### src/rtl/lscd_pkg.sv
// lscd_pkg: types, constants and the reciprocal helper function of the line sensor centroid block
// no dependencies; imported by every module under rtl
`default_nettype none

package lscd_pkg;

    localparam int NCH      = 8;
    localparam int SAMPLE_W = 14;
    localparam int CFG_IDX_W = 4;
    localparam int WSUM_W   = 6;
    localparam int CNT_W    = 4;
    localparam int WT_W     = 4;
    localparam int NUM_W    = WSUM_W + 8;
    localparam int RCP_W    = 17;
    localparam int RCP_SHIFT = 16;
    localparam int PROD_W   = NUM_W + RCP_W;
    localparam int POS_W    = 12;

    typedef logic [SAMPLE_W-1:0] t_sample;
    typedef logic [NCH-1:0][SAMPLE_W-1:0] t_samples;

    // running sums handed from cell to cell
    typedef struct packed {
        logic [NCH-1:0]    bits;
        logic [WSUM_W-1:0] wsum;
        logic [CNT_W-1:0]  cnt;
        logic [WT_W-1:0]   wt;
    } t_acc;

    localparam t_sample THR_RESET [NCH] = '{
        14'd3000, 14'd4500, 14'd5000, 14'd6000,
        14'd7500, 14'd7500, 14'd6000, 14'd3000
    };

    localparam logic [1:0] CLS_NONE  = 2'd0;
    localparam logic [1:0] CLS_LEFT  = 2'd1;
    localparam logic [1:0] CLS_RIGHT = 2'd2;
    localparam logic [1:0] CLS_BOTH  = 2'd3;

    localparam logic [NCH-1:0] PAT_LEFT  = 8'h1F;
    localparam logic [NCH-1:0] PAT_RIGHT = 8'hF8;
    localparam logic [NCH-1:0] PAT_BOTH  = 8'hFF;

    // ceil(2^16 / cnt); exact quotient for numerators up to 9216
    function automatic logic [RCP_W-1:0] recip(input logic [CNT_W-1:0] cnt);
        logic [RCP_W-1:0] r;
        case (cnt)
            4'd1:    r = 17'd65536;
            4'd2:    r = 17'd32768;
            4'd3:    r = 17'd21846;
            4'd4:    r = 17'd16384;
            4'd5:    r = 17'd13108;
            4'd6:    r = 17'd10923;
            4'd7:    r = 17'd9363;
            4'd8:    r = 17'd8192;
            default: r = 17'd0;
        endcase
        return r;
    endfunction

endpackage

`default_nettype wire

### src/rtl/lscd_cell.sv
// lscd_cell: one channel of the compare chain, holding its own threshold register
// depends on lscd_pkg
`default_nettype none

module lscd_cell
    import lscd_pkg::*;
(
    input  wire logic     i_clk,
    input  wire logic     i_rst_n,
    input  wire logic     i_cfg_we,
    input  wire t_sample  i_cfg_data,
    input  wire t_sample  i_thr_rst,
    input  wire logic     i_valid,
    output logic          o_stall,
    input  wire t_samples i_samples,
    input  wire t_acc     i_acc,
    output logic          o_valid,
    input  wire logic     i_stall,
    output t_samples      o_samples,
    output t_acc          o_acc
);

    t_sample  r_thr;
    logic     r_valid;
    t_samples r_samples;
    t_acc     r_acc;
    t_acc     n_acc;
    logic     hit;

    assign o_stall = r_valid && i_stall;
    assign hit     = i_samples[0] < r_thr;

    always_comb begin
        n_acc.bits = {hit, i_acc.bits[NCH-1:1]};
        n_acc.wsum = i_acc.wsum + (hit ? WSUM_W'(i_acc.wt) : '0);
        n_acc.cnt  = i_acc.cnt + CNT_W'(hit);
        n_acc.wt   = i_acc.wt + WT_W'(1);
    end

    always_ff @(posedge i_clk) begin
        if (!i_rst_n) begin
            r_thr <= i_thr_rst;
        end else if (i_cfg_we) begin
            r_thr <= i_cfg_data;
        end
    end

    always_ff @(posedge i_clk) begin
        if (!i_rst_n) begin
            r_valid <= 1'b0;
        end else if (!o_stall) begin
            r_valid <= i_valid;
        end
    end

    // next channel moves down to slot zero
    always_ff @(posedge i_clk) begin
        if (i_valid && !o_stall) begin
            r_samples <= {t_sample'(0), i_samples[NCH-1:1]};
            r_acc     <= n_acc;
        end
    end

    assign o_valid   = r_valid;
    assign o_samples = r_samples;
    assign o_acc     = r_acc;

endmodule

`default_nettype wire

### src/rtl/lscd_post.sv
// lscd_post: centroid by reciprocal multiply, edge class and output register
// depends on lscd_pkg
`default_nettype none

module lscd_post
    import lscd_pkg::*;
(
    input  wire logic i_clk,
    input  wire logic i_rst_n,
    input  wire logic i_valid,
    output logic      o_stall,
    input  wire t_acc i_acc,
    output logic      o_valid,
    input  wire logic i_stall,
    output logic [NCH-1:0]   o_line_bits,
    output logic [POS_W-1:0] o_position_q8,
    output logic [1:0]       o_edge_class
);

    logic              r_a_valid;
    logic [PROD_W-1:0] r_a_prod;
    logic [NCH-1:0]    r_a_bits;
    logic              r_b_valid;
    logic [NCH-1:0]    r_b_bits;
    logic [POS_W-1:0]  r_b_pos;
    logic [1:0]        r_b_edge;

    logic              stall_b;
    logic [PROD_W-1:0] n_prod;
    logic [1:0]        n_edge;

    assign stall_b = r_b_valid && i_stall;
    assign o_stall = r_a_valid && stall_b;

    // zero count gives a zero reciprocal, so no line reads as position zero
    assign n_prod = {{RCP_W{1'b0}}, i_acc.wsum, 8'd0}
                  * {{NUM_W{1'b0}}, recip(i_acc.cnt)};

    always_comb begin
        case (r_a_bits)
            PAT_LEFT:  n_edge = CLS_LEFT;
            PAT_RIGHT: n_edge = CLS_RIGHT;
            PAT_BOTH:  n_edge = CLS_BOTH;
            default:   n_edge = CLS_NONE;
        endcase
    end

    always_ff @(posedge i_clk) begin
        if (!i_rst_n) begin
            r_a_valid <= 1'b0;
            r_b_valid <= 1'b0;
        end else begin
            if (!o_stall) begin
                r_a_valid <= i_valid;
            end
            if (!stall_b) begin
                r_b_valid <= r_a_valid;
            end
        end
    end

    always_ff @(posedge i_clk) begin
        if (i_valid && !o_stall) begin
            r_a_prod <= n_prod;
            r_a_bits <= i_acc.bits;
        end
        if (r_a_valid && !stall_b) begin
            r_b_bits <= r_a_bits;
            r_b_pos  <= r_a_prod[RCP_SHIFT+POS_W-1:RCP_SHIFT];
            r_b_edge <= n_edge;
        end
    end

    assign o_valid       = r_b_valid;
    assign o_line_bits   = r_b_bits;
    assign o_position_q8 = r_b_pos;
    assign o_edge_class  = r_b_edge;

endmodule

`default_nettype wire

### src/rtl/line_sensor_centroid_edge_top.sv
// line_sensor_centroid_edge_top: eight-channel line sensor, threshold, centroid and edge class
// depends on lscd_pkg, lscd_cell, lscd_post
`default_nettype none

// One transaction is a sweep of eight 14-bit samples. Each sample runs through a chain of
// eight compare cells, one per channel, each holding that channel's threshold register;
// a sample strictly below its threshold sets the line bit. Two more stages form the Q8
// centroid (weights 1 to 8, truncated, zero with no bit set) by a reciprocal multiply and
// register the result with its edge class (1 left 0x1F, 2 right 0xF8, 3 all set, else 0).
// A sweep can be taken every cycle unless the chain stalls; each result is registered
// through the eight cells and then the multiply and output stages. Every stage holds
// its transaction only while the stage after it stalls, so bubbles close up. Threshold
// writes (index 0 to 7, higher indexes ignored) take effect at once and belong between
// sweeps, with the block empty.

module line_sensor_centroid_edge_top
    import lscd_pkg::*;
(
    input  wire logic                 i_clk,
    input  wire logic                 i_rst_n,
    input  wire logic                 i_cfg_we,
    input  wire logic [CFG_IDX_W-1:0] i_cfg_idx,
    input  wire logic [SAMPLE_W-1:0]  i_cfg_data,
    input  wire logic                 i_valid,
    output logic                      o_stall,
    input  wire logic [SAMPLE_W-1:0]  i_sample_0,
    input  wire logic [SAMPLE_W-1:0]  i_sample_1,
    input  wire logic [SAMPLE_W-1:0]  i_sample_2,
    input  wire logic [SAMPLE_W-1:0]  i_sample_3,
    input  wire logic [SAMPLE_W-1:0]  i_sample_4,
    input  wire logic [SAMPLE_W-1:0]  i_sample_5,
    input  wire logic [SAMPLE_W-1:0]  i_sample_6,
    input  wire logic [SAMPLE_W-1:0]  i_sample_7,
    output logic                      o_valid,
    input  wire logic                 i_stall,
    output logic [NCH-1:0]            o_line_bits,
    output logic [POS_W-1:0]          o_position_q8,
    output logic [1:0]                o_edge_class
);

    logic     chain_valid   [NCH+1];
    logic     chain_stall   [NCH+1];
    t_samples chain_samples [NCH+1];
    t_acc     chain_acc     [NCH+1];

    assign chain_valid[0]   = i_valid;
    assign o_stall          = chain_stall[0];
    assign chain_samples[0] = {i_sample_7, i_sample_6, i_sample_5, i_sample_4,
                               i_sample_3, i_sample_2, i_sample_1, i_sample_0};
    assign chain_acc[0]     = '{bits: '0, wsum: '0, cnt: '0, wt: WT_W'(1)};

    for (genvar g = 0; g < NCH; g++) begin : g_cell
        lscd_cell u_cell (
            .i_clk     (i_clk),
            .i_rst_n   (i_rst_n),
            .i_cfg_we  (i_cfg_we && (i_cfg_idx == CFG_IDX_W'(g))),
            .i_cfg_data(i_cfg_data),
            .i_thr_rst (THR_RESET[g]),
            .i_valid   (chain_valid[g]),
            .o_stall   (chain_stall[g]),
            .i_samples (chain_samples[g]),
            .i_acc     (chain_acc[g]),
            .o_valid   (chain_valid[g+1]),
            .i_stall   (chain_stall[g+1]),
            .o_samples (chain_samples[g+1]),
            .o_acc     (chain_acc[g+1])
        );
    end

    lscd_post u_post (
        .i_clk        (i_clk),
        .i_rst_n      (i_rst_n),
        .i_valid      (chain_valid[NCH]),
        .o_stall      (chain_stall[NCH]),
        .i_acc        (chain_acc[NCH]),
        .o_valid      (o_valid),
        .i_stall      (i_stall),
        .o_line_bits  (o_line_bits),
        .o_position_q8(o_position_q8),
        .o_edge_class (o_edge_class)
    );

endmodule

`default_nettype wire

### config.mk
export PLATFORM = sky130hd
export DESIGN_NAME = line_sensor_centroid_edge_top
export DESIGN_NICKNAME = d
export VERILOG_FILES = /design/src/rtl/lscd_pkg.sv /design/src/rtl/lscd_cell.sv /design/src/rtl/lscd_post.sv /design/src/rtl/line_sensor_centroid_edge_top.sv
export SDC_FILE = /design/constraint.sdc
export NUM_CORES = 1
export LEC_CHECK = 0
export BUFFER_PORTS_ARGS = -buffer_cell sky130_fd_sc_hd__clkbuf_2
export CORE_MARGIN = 5
export CORE_UTILIZATION = 47
export CTS_BUF_LIST = sky130_fd_sc_hd__clkbuf_8
export CTS_CLUSTER_SIZE = 28
export DETAILED_ROUTE_END_ITERATION = 7
export GPL_TIMING_DRIVEN = 0
export MAX_ROUTING_LAYER = met4
export PLACE_DENSITY = 0.75
export SLEW_MARGIN = 15
export SYNTH_ARGS = -nofsm -noshare
export SYNTH_HDL_FRONTEND = slang
export SYNTH_SLANG_ARGS = --single-unit
export TNS_END_PERCENT = 10
### constraint.sdc
create_clock -name i_clk -period 8.8 [get_ports i_clk]
set_input_delay 0.44 -clock i_clk [delete_from_list [all_inputs] [get_ports i_clk]]
set_output_delay 0.44 -clock i_clk [all_outputs]
set_load 0.02 [all_outputs]
* Yosys cells after proc, flatten, opt, wreduce, memory -nomap -nowiden *
Memories as Yosys holds them, arrays and structs flattened. A register that Yosys moved wholly into a read port is not among the register bits.
Cells that the tools add are included.

storage, ports and cells
  bits in registers = 676
  bits in latches = 0
  memory bits (writable) = 0
  ROM bits = 272
  input bits = 135
  output and inout port bits = 24
  logic and storage cells = 157
  memories kept = 1

memories
  memory            words  bits a word  read ports  clocked after memory_dff  write ports  RTL line        RTL
  (name not given)  16     17           1           1                         0            lscd_pkg.sv:47  case (cnt)

operators by class
  $add $sub $neg = 14
  multiply operators = 1
  divide/modulo/power cells = 0
  $lt $le $gt $ge = 8
  equality and inequality tests = 10
  shifts and indexed selects = 0
  muxes and demuxes = 10
  bitwise gates (word level) = 0
  reductions and logical operators = 39

operator list
  cell                count
  $lt 14x14->1        8
  $add 6x6->6         7
  $logic_and 1x1->1   28
  $add 4x1->4         6
  $mul 6x17->20       1
  $eq 4x3->1 const B  4
  $eq 8x8->1 const B  2
  $mux 3              4
  $logic_not 1->1     10
  $eq 4x2->1 const B  2
  $eq 8x5->1 const B  1
  $mux 4              2
  $pmux 2 s3          1
  $eq 4x1->1 const B  1
  $logic_not 4->1     1
  $mux 2              2
  $add 1x1->2         1
  $mux 1              1

* Logic depth before layout (Yosys ltp) *
  depth in word-level cells = 12
  gate-level depth with buffers = 16
  mapped depth without buffers = 15

* Cells and area by module *
A second synthesis with hierarchy kept.

second synthesis, totals
  cell total of the unflattened synthesis = 2425
  area, all modules = 44048.5 um^2

by module, submodules not included
  module                         instances  cells each  area each (um^2)  sequential area each (um^2)
  lscd_cell                      8          250         4961.0            4043.9
  lscd_post                      1          410         4280.4            1301.2
  line_sensor_centroid_edge_top  1          15          80.1              0.0

* Worst setup path before layout *
OpenSTA, ideal clock, no wires.

  kind = input-to-reg
  from = in i_stall
  to = reg g_cell[2].u_cell.r_acc (netlist bit g_cell[2].u_cell.o_acc[10]), enable pin
  setup time = 0.637 ns
  data arrival time = 6.854 ns
  data required time = 8.163 ns
  setup slack = 1.309 ns
  stages on the path = 4
  buffers on the path = 0
  cells stage by stage = and4_1 > and3_1 > and3_1 > a21boi_0

on the way
  word-level cells in the longest chain between the ends = 10

RTL lines
  item                             RTL line                             RTL
  start: declaration               line_sensor_centroid_edge_top.sv:35  input wire logic i_stall,
  $logic_and 1x1->1                lscd_post.sv:32                      assign stall_b = r_b_valid && i_stall;
  $logic_and 1x1->1                lscd_post.sv:33                      assign o_stall = r_a_valid && stall_b;
  $logic_and 1x1->1 (6 in series)  lscd_cell.sv:30                      assign o_stall = r_valid && i_stall;
  $logic_not 1->1                  --
  $logic_and 1x1->1                lscd_cell.sv:58                      if (i_valid && !o_stall) begin
  end signal: assignment           lscd_cell.sv:60                      r_acc <= n_acc;
  end: declaration                 lscd_cell.sv:26                      t_acc r_acc;

No other way between the ends.
A chain may end at the register's enable or synchronous reset.

* Final worst setup path *
  from = reg g_cell[7].u_cell.r_acc (netlist bit g_cell[7].u_cell.o_acc[9])
  to = reg u_post.r_a_prod[27], data pin

on the way
  word-level cells in the longest chain between the ends = 1

RTL lines
  item                      RTL line         RTL
  start: declaration        lscd_cell.sv:26
  start signal: assignment  lscd_cell.sv:60
  $mul 6x17->20             lscd_post.sv:37  * {{NUM_W{1'b0}}, recip(i_acc.cnt)};
  net u_post.n_prod[27]     lscd_post.sv:29  logic [PROD_W-1:0] n_prod;
  end signal: assignment    lscd_post.sv:64  r_a_prod <= n_prod;
  end: declaration          lscd_post.sv:21  logic [PROD_W-1:0] r_a_prod;

The timed path passes the listed nets, and every way through them passes these cells.

==> key figures <==
Outcome
  – Status: completed

Power and ir drop
  – Pwr dens: 194 mW/mm²
  – Maximum VDD drop: 0.000194 V
  – Overall power: 6.15 mW
  – Leakage power total: 12.6 nW

Synthesis
  – Syn Area/Cell: 14.7 µm²
  – Synth Cell Area: 0.0266 mm²
  – YS warnings: 0
  – Cells after Synth: 1,817
  – Yosys cell types: 56
  – Area share of the largest cell type after synthesis: 59.2%
  – Post-synth EDFFs: 525
  – Synth area leaders: edfxtp_1 59%, dfxtp_1 10%, ha_1 7.2%
  – Syn nets: 2,165
  – Post-synthesis sequential area ratio: 69.3%
  – Async SR Flop Fraction: 0%
  – Ys flop type: edfxtp_1
  – Largest area contributor in the netlist: edfxtp_1
  – #FFs+latches synth: 659

Global route
  – Largest net degree at the start of global routing: 34
  – Total global routing overflow: 0
  – Met1 Use GR: 21.1%
  – First-pass GRT wire length: 84.8 mm
  – Initial antenna violation count: 1
  – GRT Total Usage: 18.4%
  – Via count of the first global-routing pass: 16,000
  – Met3 Use GR: 3.15%
  – Most used routing layer: met2
  – Met2 Use GR: 31.2%

Clocking
  – Longest Clk Path Bufs: 3
  – PostCTS Resize Cnt: 0
  – Worst-Skew Late Latency: 0.69 ns
  – TritonCTS clock tree: done
  – H-tree depth: 3
  – CTS root buf: clkbuf_8
  – CTS Buf Count: 102
  – CTS Sinks: 659
  – Hold_buf cts: 98
  – Postcts setup bufs: 0
  – Clk slew on worst S/H paths: 0.06 ns

Setup path
  – Crit path to: u_post.r_a_prod[27]
  – Crit Path Class: reg2reg
  – R2R Setup Slk: 4.10 ns
  – Worst setup EP type: flop
  – Crit Path Max Fanout: 10
  – FF-to-FF path depth: 15
  – Crit Reg-Reg Endpoint: u_post.r_a_prod[27]
  – CP Data Required Time: 9.22 ns
  – CP startpoint kind: flop
  – Worst setup path start: g_cell[7].u_cell.o_acc[9]
  – CP arrival: 5.12 ns
  – R2r startpoint: g_cell[7].u_cell.o_acc[9]

STA
  – Relative slew slack: 28.6%
  – Final Skew: 0.0393 ns
  – Worst Tran Pin Value: 1.07 ns
  – RSZ-0062 raised after global routing: no
  – Setup TNS: 0 ns
  – Final hold vios: 0
  – Hold WS: 0.0700 ns
  – Max frequency: 213 MHz
  – Fin crit period: 4.70 ns
  – Crit share post-route: 53.4%
  – Final slew viol count: 0
  – Setup-failing EPs final: 0

Layout
  – Layout cells sized above 1: 14.7%
  – Non-filler cells, final: 3,021
  – Nets@finish: 2,525
  – Area growth syn-to-layout: 19.2%
  – Final core occ: 56.4%

Place
  – Placed Cells: 2,731
  – Gpl congestion: 0.894
  – Hpwl dp: 37.6 mm
  – Port Buffers: 143

Detailed routing
  – Wire per inst: 17.7 µm
  – Post-DR vias/cell: 4.94
  – Drt drc: 0
  – Vias: 14,900
  – WL final: 53.3 mm
  – Detail Route Antenna Nets: 0
  – DR pass1 iterations: 5
  – Drt initial violations: 781

Floorplan
  – Die area: 0.0615 mm²
  – Die height: 248 µm
  – # IOs: 159
  – Row cnt: 87
  – Starting density of the core: 47.3%
  – Die extent in x: 248 µm
  – Core area: 0.0563 mm²

Run
  – Max_cap viols: 0

Min path
  – Hold WC Path Type: in2reg
[per-stage QoR]
step	cell area, µm²	worst slack [ns]
final	31800	4.10
after global routing	31800	3.78
after CTS	31800	4.03
after detailed placement	28700	4.06
after global placement	28300	-1.25
after floorplan	26600	1.31
[synth_stat cells (2+ instances only)]
library cell	instances
a21o_1	57
and3b_1	2
a311oi_1	2
nand4_1	16
a211o_1	6
xor2_1	13
o21a_1	10
fa_1	59
a211oi_1	5
nand3b_1	5
nor3_1	13
a21boi_0	65
buf_1	2
o21ai_0	15
edfxtp_1	525
or3_1	3
mux2i_1	3
inv_1	195
a21oi_1	28
nor2_1	42
buf_4	12
clkbuf_1	33
ha_1	154
buf_2	5
o211ai_1	54
o31ai_1	7
nand3_1	10
and3_1	8
nor3b_1	2
o21ai_1	4
nand2_1	215
and2_1	49
dfxtp_1	134
nand2b_1	11
xnor2_1	21
nor2b_1	12
[kinds of logic (layout without fill, tap and decap cells)]
family	after synthesis	count (layout)	synth area share [%]
compound gates	263	263	7.16
simple gates	396	396	6.91
mux	5	5	0.207
flops	659	659	69.3
xor+xnor	34	34	1.12
buf+inv	247	694	3.67
other cells	0	1	0
fa+ha+maj	213	213	11.7
[power by group]
group / switching (mW) / total, mW / internal (mW)
Clock: 1.16 / 2.48 / 1.32
Sequential: 0.0223 / 3.44 / 3.42
Combinational: 0.124 / 0.226 / 0.102
Total: 1.31 / 6.15 / 4.84
[state kept, by name (all words and copies together), names as in the netlist, named ones only]
| register | flops |
|---|---|
| g_cell.u_cell.o_acc | 91 |
| g_cell.u_cell.o_samples | 392 |
| g_cell.u_cell.o_valid | 8 |
| g_cell.u_cell.r_thr | 112 |
| u_post.o_edge_class | 2 |
| u_post.o_line_bits | 8 |
| u_post.o_position_q8 | 12 |
| u_post.o_valid | 1 |
| u_post.r_a_bits | 8 |
| u_post.r_a_prod | 12 |
| u_post.r_a_valid | 1 |
[layer usage]
metal  up-vias  share of wire (%)
li1       7185                  -
met1      7176                 39
met2       414                 51
met3       162                5.2
met4         0                4.8
met5         -                  0
[critical path, stage by stage, from the launching register on]
cell and delay [ns]:
edfxtp_1 0.46, clkbuf_1 0.49, nand2_1 0.27, fa_1 0.56, inv_1 0.05, fa_1 0.47, inv_1 0.05, fa_1 0.53
inv_1 0.04, ha_1 0.37, o21a_1 0.22, o2111ai_1 0.30, o21ba_1 0.18, o21ai_1 0.08, a211oi_1 0.26, xnor2_1 0.10
[layout make-up]
cell class,count,area (µm²)
Tap cell,756,946
Sequential cell,659,18400
Multi-Input combinational cell,911,7280
Clock buffer,114,1570
Clock inverter,77,462
Fill cell,4362,24500
Inverter,195,732
Timing Repair Buffer,256,2060
Antenna cell,1,2.50
Buffer,52,246
[cell usage in the layout (no fill, tap or decap), drive strengths merged, types with 20 or more instances in the layout]
master	instances
edfxtp	525
clkbuf	290
inv	236
nand2	215
ha	154
dfxtp	134
dlygate4sd3	98
a21boi	65
fa	59
a21o	57
o211ai	54
and2	49
nor2	43
buf	34
clkinv	30
a21oi	29
xnor2	21
o21ai	20
[worst min-delay path by stage]
stage / start / end / slack (ns) / cells after the start
floorplan: g_cell[0].u_cell.o_samples[14] / g_cell[1].u_cell.o_samples[0] / 0.40 / 0
global placement: g_cell[2].u_cell.o_samples[45] / g_cell[3].u_cell.o_samples[31] / 0.40 / 0
detailed placement: g_cell[0].u_cell.o_samples[45] / g_cell[1].u_cell.o_samples[31] / 0.40 / 0
CTS: i_valid / g_cell[0].u_cell.o_valid / 0.01 / 2
global route: i_valid / g_cell[0].u_cell.o_valid / 0.02 / 2
finish: i_valid / g_cell[0].u_cell.o_valid / 0.07 / 2
(Power assumes the default switching activity.)
